**config.mk**
```make
export PLATFORM = sky130hd
export DESIGN_NAME = firmware_update_session_tracker_top
export DESIGN_NICKNAME = d
export VERILOG_FILES = /design/src/rtl/fwu_pkg.sv /design/src/rtl/firmware_update_session_tracker_top.sv
export SDC_FILE = /design/constraint.sdc
export NUM_CORES = 1
export LEC_CHECK = 0
export BUFFER_PORTS_ARGS = -buffer_cell sky130_fd_sc_hd__buf_4
export CAP_MARGIN = 20
export CORE_MARGIN = 2
export CORE_UTILIZATION = 58
export DETAILED_ROUTE_END_ITERATION = 16
export HOLD_SLACK_MARGIN = 0.1
export MAX_ROUTING_LAYER = met4
export PLACE_DENSITY = 0.81
export SLEW_MARGIN = 5
export SYNTH_ARGS = -nofsm -noshare
export SYNTH_HDL_FRONTEND = slang
export SYNTH_SLANG_ARGS = --single-unit
```
**constraint.sdc**
```tcl
create_clock -name clk -period 7.1 [get_ports clk]
set_clock_uncertainty 0.15 [all_clocks]
set_input_delay 1.42 -clock clk [delete_from_list [all_inputs] [get_ports clk]]
set_output_delay 1.42 -clock clk [all_outputs]
set_load 0.05 [all_outputs]
```
**src/rtl/fwu_pkg.sv**
```systemverilog
// Shared types and constants for the firmware update session tracker.
// No dependencies; imported by firmware_update_session_tracker_top.
package fwu_pkg;

	localparam int unsigned MAX_PAYLOAD = 200;
	localparam int unsigned MIN_HEADER  = 24;

	localparam int unsigned SIZE_W   = 25;
	localparam int unsigned IN_DATA_W  = 200;
	localparam int unsigned OUT_DATA_W = 96;
	localparam int unsigned CFG_IDX_W  = 2;

	localparam logic [SIZE_W-1:0] PARTITION_SIZE_RST = 25'd1572864;
	localparam logic [7:0]        IMAGE_MAGIC_RST    = 8'd233;
	localparam logic [15:0]       EXPECTED_CHIP_RST  = 16'd9;

	typedef enum logic [2:0] {
		FN_PROBE  = 3'd0,
		FN_BEGIN  = 3'd1,
		FN_DATA   = 3'd2,
		FN_END    = 3'd3,
		FN_ABORT  = 3'd4,
		FN_REBOOT = 3'd5
	} func_t;

	typedef enum logic [2:0] {
		ST_OK          = 3'd0,
		ST_BAD_PACKET  = 3'd1,
		ST_BAD_STATE   = 3'd2,
		ST_BAD_IMAGE   = 3'd3,
		ST_FLASH_ERROR = 3'd4
	} status_t;

	typedef enum logic [CFG_IDX_W-1:0] {
		REG_PARTITION_SIZE = 2'd0,
		REG_IMAGE_MAGIC    = 2'd1,
		REG_EXPECTED_CHIP  = 2'd2
	} reg_idx_t;

	typedef struct packed {
		logic [2:0]        func;
		logic [31:0]       session_id;
		logic [31:0]       seq_num;
		logic [31:0]       arg_value;
		logic [7:0]        block_len;
		logic [31:0]       claimed_crc;
		logic [31:0]       computed_crc;
		logic [7:0]        head_magic;
		logic [15:0]       head_chip;
		logic              open_ok;
		logic              store_ok;
		logic              close_ok;
	} req_t;

	typedef struct packed {
		logic              active;
		logic [31:0]       cur_session;
		logic [31:0]       next_seq;
		logic [SIZE_W-1:0] image_bytes;
		logic [SIZE_W-1:0] written;
		logic [31:0]       prev_crc;
		logic [7:0]        prev_len;
	} sess_t;

	typedef struct packed {
		status_t           status;
		logic [2:0]        echo_func;
		logic [31:0]       echo_session;
		logic [31:0]       echo_seq;
		logic [SIZE_W-1:0] bytes_written;
		logic              commit_block;
		logic              session_abort;
		logic              restart_req;
	} reply_t;

endpackage

```
**src/rtl/firmware_update_session_tracker_top.sv**
```systemverilog
// Firmware update session tracker, receiver side: one status reply per request.
// Depends on fwu_pkg for request, session and reply types.
//
// Use:
//   Requests enter on the s_ group: s_tuser carries the request kind, s_tdata
//   the remaining decoded fields. Replies leave on the m_ group: m_tuser
//   echoes the request kind, m_tdata holds status, echoes, byte count and
//   the commit, abort and restart strobes. Configuration registers are
//   written on the cfg_ channel, which is always ready; write them only
//   while no request is in flight.
// Pipeline and throughput:
//   A request beat is registered, then checked against the session state and
//   written to the reply register. One request per cycle is sustained while
//   m_tready stays high, since each check is a compare or a single 26-bit add
//   against registered state.
// Reset:
//   arst_n clears the session (inactive, all counters zero), loads the
//   configuration defaults and empties both pipeline stages.
// Stall:
//   While the reply waits on m_tready, the request stage holds; s_tready
//   drops only once both stages are full.
module firmware_update_session_tracker_top
	import fwu_pkg::*;
(
	input  logic                  clk,
	input  logic                  arst_n,
	input  logic                  s_tvalid,
	output logic                  s_tready,
	// [31:0] session_id, [63:32] seq_num, [95:64] arg_value, [103:96] block_len,
	// [135:104] claimed_crc, [167:136] computed_crc, [175:168] head_magic,
	// [191:176] head_chip, [192] open_ok, [193] store_ok, [194] close_ok, rest zero
	input  logic [IN_DATA_W-1:0]  s_tdata,
	// [2:0] func
	input  logic [2:0]            s_tuser,
	output logic                  m_tvalid,
	input  logic                  m_tready,
	// [2:0] status, [34:3] echo_session, [66:35] echo_seq, [91:67] bytes_written,
	// [92] commit_block, [93] session_abort, [94] restart_req, [95] zero
	output logic [OUT_DATA_W-1:0] m_tdata,
	// [2:0] echo_func
	output logic [2:0]            m_tuser,
	input  logic                  cfg_valid,
	output logic                  cfg_ready,
	input  logic [CFG_IDX_W-1:0]  cfg_index,
	input  logic [SIZE_W-1:0]     cfg_data
);

	logic              s1_valid;
	req_t              req_s1;
	logic              out_valid_q;
	reply_t            reply_q;
	sess_t             sess_q;
	sess_t             sess_d;
	reply_t            reply_d;
	logic [SIZE_W-1:0] partition_size_q;
	logic [7:0]        image_magic_q;
	logic [15:0]       expected_chip_q;

	logic              advance;
	logic              in_beat;
	logic              work;

	logic              sess_match;
	logic              len_bad;
	logic              is_retry;
	logic [SIZE_W:0]   written_sum;
	logic              header_bad;
	sess_t             begin_base;

	assign advance   = !out_valid_q || m_tready;
	assign s_tready  = !s1_valid || advance;
	assign in_beat   = s_tvalid && s_tready;
	assign work      = s1_valid && advance;
	assign cfg_ready = 1'b1;

	// configuration registers
	always_ff @(posedge clk or negedge arst_n) begin
		if (!arst_n) begin
			partition_size_q <= PARTITION_SIZE_RST;
			image_magic_q    <= IMAGE_MAGIC_RST;
			expected_chip_q  <= EXPECTED_CHIP_RST;
		end else if (cfg_valid) begin
			unique case (reg_idx_t'(cfg_index))
				REG_PARTITION_SIZE: partition_size_q <= cfg_data;
				REG_IMAGE_MAGIC:    image_magic_q    <= cfg_data[7:0];
				REG_EXPECTED_CHIP:  expected_chip_q  <= cfg_data[15:0];
				default: ;
			endcase
		end
	end

	// request stage
	always_ff @(posedge clk or negedge arst_n) begin
		if (!arst_n) begin
			s1_valid <= 1'b0;
		end else if (s_tready) begin
			s1_valid <= s_tvalid;
		end
	end

	always_ff @(posedge clk) begin
		if (in_beat) begin
			req_s1.func         <= s_tuser;
			req_s1.session_id   <= s_tdata[31:0];
			req_s1.seq_num      <= s_tdata[63:32];
			req_s1.arg_value    <= s_tdata[95:64];
			req_s1.block_len    <= s_tdata[103:96];
			req_s1.claimed_crc  <= s_tdata[135:104];
			req_s1.computed_crc <= s_tdata[167:136];
			req_s1.head_magic   <= s_tdata[175:168];
			req_s1.head_chip    <= s_tdata[191:176];
			req_s1.open_ok      <= s_tdata[192];
			req_s1.store_ok     <= s_tdata[193];
			req_s1.close_ok     <= s_tdata[194];
		end
	end

	// request checks
	assign sess_match  = sess_q.active && (req_s1.session_id == sess_q.cur_session);
	assign len_bad     = (req_s1.block_len == 8'd0) ||
	                     (req_s1.block_len > 8'(MAX_PAYLOAD));
	assign is_retry    = (sess_q.next_seq != 32'd0) &&
	                     (req_s1.seq_num == sess_q.next_seq - 32'd1) &&
	                     (req_s1.block_len == sess_q.prev_len) &&
	                     (req_s1.claimed_crc == sess_q.prev_crc);
	assign written_sum = {1'b0, sess_q.written} + {(SIZE_W+1-8)'(0), req_s1.block_len};
	assign header_bad  = (sess_q.written == '0) &&
	                     ((req_s1.block_len < 8'(MIN_HEADER)) ||
	                      (req_s1.head_magic != image_magic_q) ||
	                      (req_s1.head_chip != expected_chip_q));
	// a begin over a live session starts from a cleared one
	assign begin_base  = sess_q.active ? '0 : sess_q;

	always_comb begin
		sess_d                = sess_q;
		reply_d.status        = ST_OK;
		reply_d.echo_func     = req_s1.func;
		reply_d.echo_session  = req_s1.session_id;
		reply_d.echo_seq      = req_s1.seq_num;
		reply_d.commit_block  = 1'b0;
		reply_d.session_abort = 1'b0;
		reply_d.restart_req   = 1'b0;
		unique case (req_s1.func)
			FN_PROBE: ;
			FN_BEGIN: begin
				sess_d                = begin_base;
				reply_d.session_abort = sess_q.active;
				if (req_s1.arg_value == 32'd0 ||
				    req_s1.arg_value > {(32-SIZE_W)'(0), partition_size_q}) begin
					reply_d.status = ST_BAD_IMAGE;
				end else if (!req_s1.open_ok) begin
					sess_d         = '0;
					reply_d.status = ST_FLASH_ERROR;
				end else begin
					sess_d.active      = 1'b1;
					sess_d.cur_session = req_s1.session_id;
					sess_d.image_bytes = req_s1.arg_value[SIZE_W-1:0];
					sess_d.next_seq    = '0;
					sess_d.written     = '0;
				end
			end
			FN_DATA: begin
				if (!sess_match) begin
					reply_d.status = ST_BAD_STATE;
				end else if (len_bad || req_s1.computed_crc != req_s1.claimed_crc) begin
					reply_d.status = ST_BAD_PACKET;
				end else if (is_retry) begin
					reply_d.status = ST_OK;
				end else if (req_s1.seq_num != sess_q.next_seq) begin
					reply_d.status = ST_BAD_STATE;
				end else if (written_sum > {1'b0, sess_q.image_bytes}) begin
					reply_d.status = ST_BAD_PACKET;
				end else if (header_bad) begin
					reply_d.status = ST_BAD_IMAGE;
				end else if (!req_s1.store_ok) begin
					sess_d                = '0;
					reply_d.session_abort = 1'b1;
					reply_d.status        = ST_FLASH_ERROR;
				end else begin
					sess_d.written       = written_sum[SIZE_W-1:0];
					sess_d.prev_crc      = req_s1.claimed_crc;
					sess_d.prev_len      = req_s1.block_len;
					sess_d.next_seq      = sess_q.next_seq + 32'd1;
					reply_d.commit_block = 1'b1;
				end
			end
			FN_END: begin
				if (!sess_match || sess_q.written != sess_q.image_bytes) begin
					reply_d.status = ST_BAD_STATE;
				end else if (!req_s1.close_ok) begin
					sess_d         = '0;
					reply_d.status = ST_BAD_IMAGE;
				end else begin
					sess_d.active = 1'b0;
				end
			end
			FN_ABORT: begin
				sess_d                = '0;
				reply_d.session_abort = sess_q.active;
			end
			FN_REBOOT: reply_d.restart_req = 1'b1;
			default:   reply_d.status = ST_BAD_PACKET;
		endcase
		reply_d.bytes_written = sess_d.written;
	end

	// session state and reply register
	always_ff @(posedge clk or negedge arst_n) begin
		if (!arst_n) begin
			sess_q      <= '0;
			out_valid_q <= 1'b0;
		end else if (advance) begin
			out_valid_q <= s1_valid;
			if (s1_valid) begin
				sess_q <= sess_d;
			end
		end
	end

	always_ff @(posedge clk) begin
		if (work) begin
			reply_q <= reply_d;
		end
	end

	assign m_tvalid = out_valid_q;
	assign m_tuser  = reply_q.echo_func;
	assign m_tdata  = {1'b0, reply_q.restart_req, reply_q.session_abort, reply_q.commit_block,
	                   reply_q.bytes_written, reply_q.echo_seq, reply_q.echo_session,
	                   reply_q.status};

	// checks
	a_commit_ok: assert property (@(posedge clk) disable iff (!arst_n)
		m_tvalid && reply_q.commit_block |-> reply_q.status == ST_OK)
		else $error("commit strobe on a failed reply");

	a_restart_kind: assert property (@(posedge clk) disable iff (!arst_n)
		m_tvalid && reply_q.restart_req |-> reply_q.echo_func == FN_REBOOT)
		else $error("restart strobe on a non-reboot reply");

	a_no_overrun: assert property (@(posedge clk) disable iff (!arst_n)
		sess_q.active |-> sess_q.written <= sess_q.image_bytes)
		else $error("bytes written exceed image size");

	a_stall_only_full: assert property (@(posedge clk) disable iff (!arst_n)
		!s_tready |-> s1_valid && out_valid_q && !m_tready)
		else $error("request side stalled with room in the pipeline");

	a_idle_state_kept: assert property (@(posedge clk) disable iff (!arst_n)
		!s1_valid |=> $stable(sess_q))
		else $error("session state changed without a request");

endmodule

```
# After elaboration in Yosys (flattened, before gate mapping)
# Cells that the tools add are included.
# classes
add_sub_neg	3
multipliers	0
div_mod_pow	0
order_cmp	4
n_eq_ne	26
shift	0
muxes	39
n_bitwise	2
reduce_logical	36
# ops
operator	count
$mux 155	8
$pmux 155 s4	1
$mux 154	2
$mux 115	1
$eq 32x32->1	3
$mux 65	1
$ne 32x32->1	2
$mux 40	1
$mux 33	1
$add 32x1->32 const B	1
$gt 32x25->1	1
$logic_not 32->1	1
$mux 32	1
$reduce_bool 32->1	1
$sub 32x1->32 const B	1
$mux 3	9
$add 25x8->26	1
$gt 26x25->1	1
$logic_not 25->1	1
$mux 25	1
$ne 25x25->1	1
$reduce_and 11->1	2
$ne 2x2->1 const B	9
$ne 16x16->1	1
28 further kinds	58
# word_totals
reg_bits	502
latch_bits	0
mem_bits_rw	0
mem_bits_ro	0
in_bits	235
out_inout_bits	102
word_cells	142
memories	0

# Depth between registers and ports, before layout
# depth
word_depth	11
mapped_depth	21
ltp_nobuf	20

# Worst setup path after synthesis
# No wires, ideal clock.
# synth_path
path_kind	input -> register
startpoint	input m_tready
endpoint	register req_s1 (netlist bit reply_d[28]) (enable)
setup_ns	0.582
t_arrival_ns	6.456
t_required_ns	6.368
path_slack_ns	-0.088
path_stages	2
path_buffers	0
path_cell_list	nand3b_1 -> and2_1
# synth_via
elab_chain_cells	3
# synth_lines
element	line_no	source
start: declaration	firmware_update_session_tracker_top.sv:36	input logic m_tready,
$logic_or 1x1->1	firmware_update_session_tracker_top.sv:70	assign advance = !out_valid_q || m_tready;
$logic_or 1x1->1	firmware_update_session_tracker_top.sv:71	assign s_tready = !s1_valid || advance;
$logic_and 1x1->1	firmware_update_session_tracker_top.sv:72	assign in_beat = s_tvalid && s_tready;
via in_beat	firmware_update_session_tracker_top.sv:60	logic in_beat;
end: declaration	firmware_update_session_tracker_top.sv:49	req_t req_s1;
# The timed path passes the listed nets, and every way through them passes these cells.
# A chain may end at the register's enable or synchronous reset.

==> impl_table.tex <==
\begin{tabular}{lr}
\hline
Metric & Value \\
\hline
\multicolumn{2}{l}{\textbf{Clock network}} \\
H-tree level count & 2 \\
Clock transition at the registers of the reported paths & 0.07 ns \\
Cts-stage hold buffer count & 0 \\
Setup fix buffers added after clock tree synthesis & 0 \\
Number of clock sinks & 502 \\
Clock tree from TritonCTS & built \\
Clock network latency to the later pin of the worst-skew pair & roughly 0.60 ns \\
Clock buffer depth & 3 \\
Number of instances resized during post-cts repair & 0 \\
TritonCTS buffer count & between 50 and 60 \\
Clk root buf & clkbuf\_16 \\
\multicolumn{2}{l}{\textbf{Drt}} \\
Wire length reported by the detailed router & 59,600 um \\
DRC Markers & 0 \\
Initial DRC count & between 1,000 and 1,500 \\
Antenna-violating nets left & 0 \\
Via-per-instance ratio & 5.87 \\
Mean routed wirelength per cell & 20.8 um \\
Pre-antenna DRT Iters & 5 \\
Overall via count from detail\_route & around 17,000 \\
\multicolumn{2}{l}{\textbf{Cells and area}} \\
Share of post-route cells with drive strength above 1 & 21.1\% \\
Area of all sequential standard cells & around 14,000 sq um \\
Number of nets in the layout & 2,588 \\
Area used by multi-input combinational logic & 8860 sq um \\
Signed area change from the synthesized netlist to the final layout & 20.1\% \\
Filler instances & between 2,000 and 3,000 \\
\multicolumn{2}{l}{\textbf{Global route}} \\
Via count of the first global-routing pass & 16,700 \\
Pin count of the biggest net entering global routing & 105 \\
Gr ovfl total & 0 \\
Gr usage total & 28.9\% \\
Number of antenna violations at the first check in global routing & 1 \\
Wire length of the first global-routing pass & between 90,000 and 100,000 um \\
\multicolumn{2}{l}{\textbf{STA}} \\
Fin Setup TNS & 0 ns \\
Total count of max-transition violations in the final report & 0 \\
Slew at the pin closest to its max-slew limit & 1.08 ns \\
Unrepaired setup endpoints after global routing & false \\
Normalized max-slew margin & 27.1\% \\
Setup-failing EPs final & 0 \\
Share of the clock period used by the worst path & 94.2\% \\
Final hold vios & 0 \\
Post-Route Hold Slack & around 0.34 ns \\
Minimum period implied by the final worst setup slack & 6.69 ns \\
Peak Freq & 149 MHz \\
\multicolumn{2}{l}{\textbf{Floorplanning}} \\
Die area & 42,600 sq um \\
Total I/O pin count & 337 \\
Number of cell rows & 74 \\
Core outline area & 40,600 sq um \\
Height of the die & 206 um \\
Starting Density & 58.4\% \\
Die span in x & 206 um \\
\multicolumn{2}{l}{\textbf{Worst setup path}} \\
Path type of the worst setup path & register to register \\
Element type at the critical path start & register \\
Number of buffers and inverters on the critical path & 2 \\
Worst setup EP type & register \\
Required arrival time at the worst endpoint & 7.32 ns \\
Max stage delay cell, worst path & a2111oi\_0 \\
Delay contributed by the slowest stage of the critical path & 0.73 ns \\
Cell-by-cell trace of the critical path & ha\_1, fa\_1, a21oi\_1, o21ai\_0, a2111oi\_0, nor4\_2, and3\_1, xnor2\_1, inv\_1, ha\_1, nand4\_1, nor3\_1, o21ai\_0, o31ai\_1, a21oi\_1, o2111a\_1, o211ai\_1, buf\_4, a21oi\_1, o21ai\_0 \\
Cell family with most CP delay & compound AO/OA/AOI/OAI gates \\
Maximum fanout count along the critical path & 18 \\
Critical path data arrival time & 6.91 ns \\
\multicolumn{2}{l}{\textbf{Pwr}} \\
Fraction of power spent switching nets & 29.1\% \\
Internal Dissipation & 0.00579 W \\
Net switching power figure & between 0.002 and 0.0025 W \\
Power density cells & 286 nW/um\^{}2 \\
Relative contribution of sequential cells to total power & 46.3\% \\
Maximum ir drop on the vdd rail & 0.000247 V \\
Clock share of power & 34.7\% \\
Leakage & about 12 nW \\
Combinational share of power & 19.1\% \\
\multicolumn{2}{l}{\textbf{Synth}} \\
Most instantiated cells after synthesis & edfxtp\_1, dfrtp\_1, nand2\_1 \\
Synthesized flop and latch total & 502 \\
Number of warnings reported in the yosys synthesis log & 0 \\
Area fraction of the dominant cell type after synthesis & 37.4\% \\
Main synth FF type & edfxtp\_1 \\
Syn\_area\_per\_cell & 12.0 sq um \\
Area contributors post-synth & edfxtp\_1, dfrtp\_1, xnor2\_1 \\
Post-synthesis instance total & just under 2,000 \\
Post-synth EDFFs & 296 \\
Number of library cell types mapped by synthesis & 76 \\
Dominant cell by count in the synthesized netlist & edfxtp\_1 \\
Cell accounting for the most synthesized area & edfxtp\_1 \\
Share of async-settable or async-resettable flops after synthesis & slightly above 40\% \\
Synthesized area & 23,700 sq um \\
Sequential area share after synthesis & 59.2\% \\
Net count after synthesis & 2,277 \\
\multicolumn{2}{l}{\textbf{Placed design}} \\
Dpl hpwl & approximately 43,000 um \\
Routability-driven placement congestion ratio & 0.921 \\
Port bufs & 329 \\
\multicolumn{2}{l}{\textbf{Outcome}} \\
Run status & finished, final reports clean \\
\multicolumn{2}{l}{\textbf{Min path}} \\
Worst min path class & register to register \\
\multicolumn{2}{l}{\textbf{Job}} \\
Number of max-capacitance violations reported & 0 \\
\hline
\end{tabular}
-- power by group through the flow --
stage          Sequential, W  Clock, W  Combinational (W)
2_1_floorplan        0.00382         0            0.00100
3_3_place_gp         0.00381         0            0.00149
3_5_place_dp         0.00382         0            0.00154
4_1_cts              0.00377   0.00287            0.00155
5_1_grt              0.00382   0.00299            0.00171
6_report             0.00378   0.00283            0.00155
-- metrics by stage --
stage | area [sq um] | setup slack (ns) | power (W) | utilization (%) | instances
floorplan | 23700 | 1.70 | 0.00482 | - | 1980
global placement | 26700 | 0.808 | 0.00530 | 65.7 | 2768
detailed placement | 26700 | 0.667 | 0.00536 | 65.7 | 2768
CTS | 28500 | 0.602 | 0.00819 | 70.1 | 2864
global route | 28500 | 0.0639 | 0.00852 | 70.2 | 2866
finish | 28500 | 0.410 | 0.00816 | 70.2 | 2866
-- area by class of cell --
type | count | share of cell area (%)
multi-input combinational | 1271 | 31.1
clock buffer | 70 | 5.09
antenna | 1 | 0.00877
clock inverter | 26 | 1.17
tap | 532 | 2.33
sequential | 502 | 49.3
timing repair buffer | 354 | 9.59
inverter | 110 | 1.46
-- flip-flops by register name, indices dropped and copies added (netlist names) --
signal	cells
expected_chip_q	16
image_magic_q	8
m_tdata	95
m_tuser	3
m_tvalid	1
partition_size_q	25
reply_d	67
req_s1	131
s1_valid	1
sess_q	155
-- routing by layer --
layer	GRT usage (%)	share of wire, %	up-vias
met1	39.5	43	8206
li1	-	-	7859
met3	4.70	7.0	115
met4	9.80	2.9	0
met5	-	0	-
met2	44.3	47	642
-- path summary, 6_finish.rpt --
kind | to | slack (ns) | cells after the start | start
max | m_tdata[79] | 0.41 | 20 | req_s1[91]
min in group asynchronous | sess_q[100] | 0.67 | 1 | arst_n
min | m_tdata[46] | 0.34 | 0 | reply_d[39]
min reg2reg | m_tdata[46] | 0.34 | 0 | reply_d[39]
max in group asynchronous | sess_q[106] | 4.77 | 2 | arst_n
max reg2reg | m_tdata[79] | 0.41 | 20 | req_s1[91]
-- cells in the final DEF, fill, tap and decap left out, types with 13 or more instances in the layout --
cell and count:
a21o_1 33, a21oi_1 57, a22o_1 47, and3_1 17, buf_4 348, clkbuf_16 54, dfrtp_1 197, edfxtp_1 296
ha_1 61, inv_1 108, mux2_2 27, mux2i_1 60, nand2_1 169, nand3_1 72, nand4_1 61, nor2_1 58
nor3_1 42, nor4_1 50, o21ai_0 86, o31ai_1 34, or3_1 13, xnor2_1 132, xor2_1 93
-- cells by family after synthesis --
group	Yosys count	share of synthesized area, %
AOI/OAI and AO/OA	330	9.42
xor gates and xnor gates	225	8.30
adders and majority gates	62	3.30
buffers and inverters	207	3.64
DFF	502	59.2
muxes	88	3.86
other	2	0.0316
and+or+nand+nor	564	12.3
(Power assumes the default switching activity.)
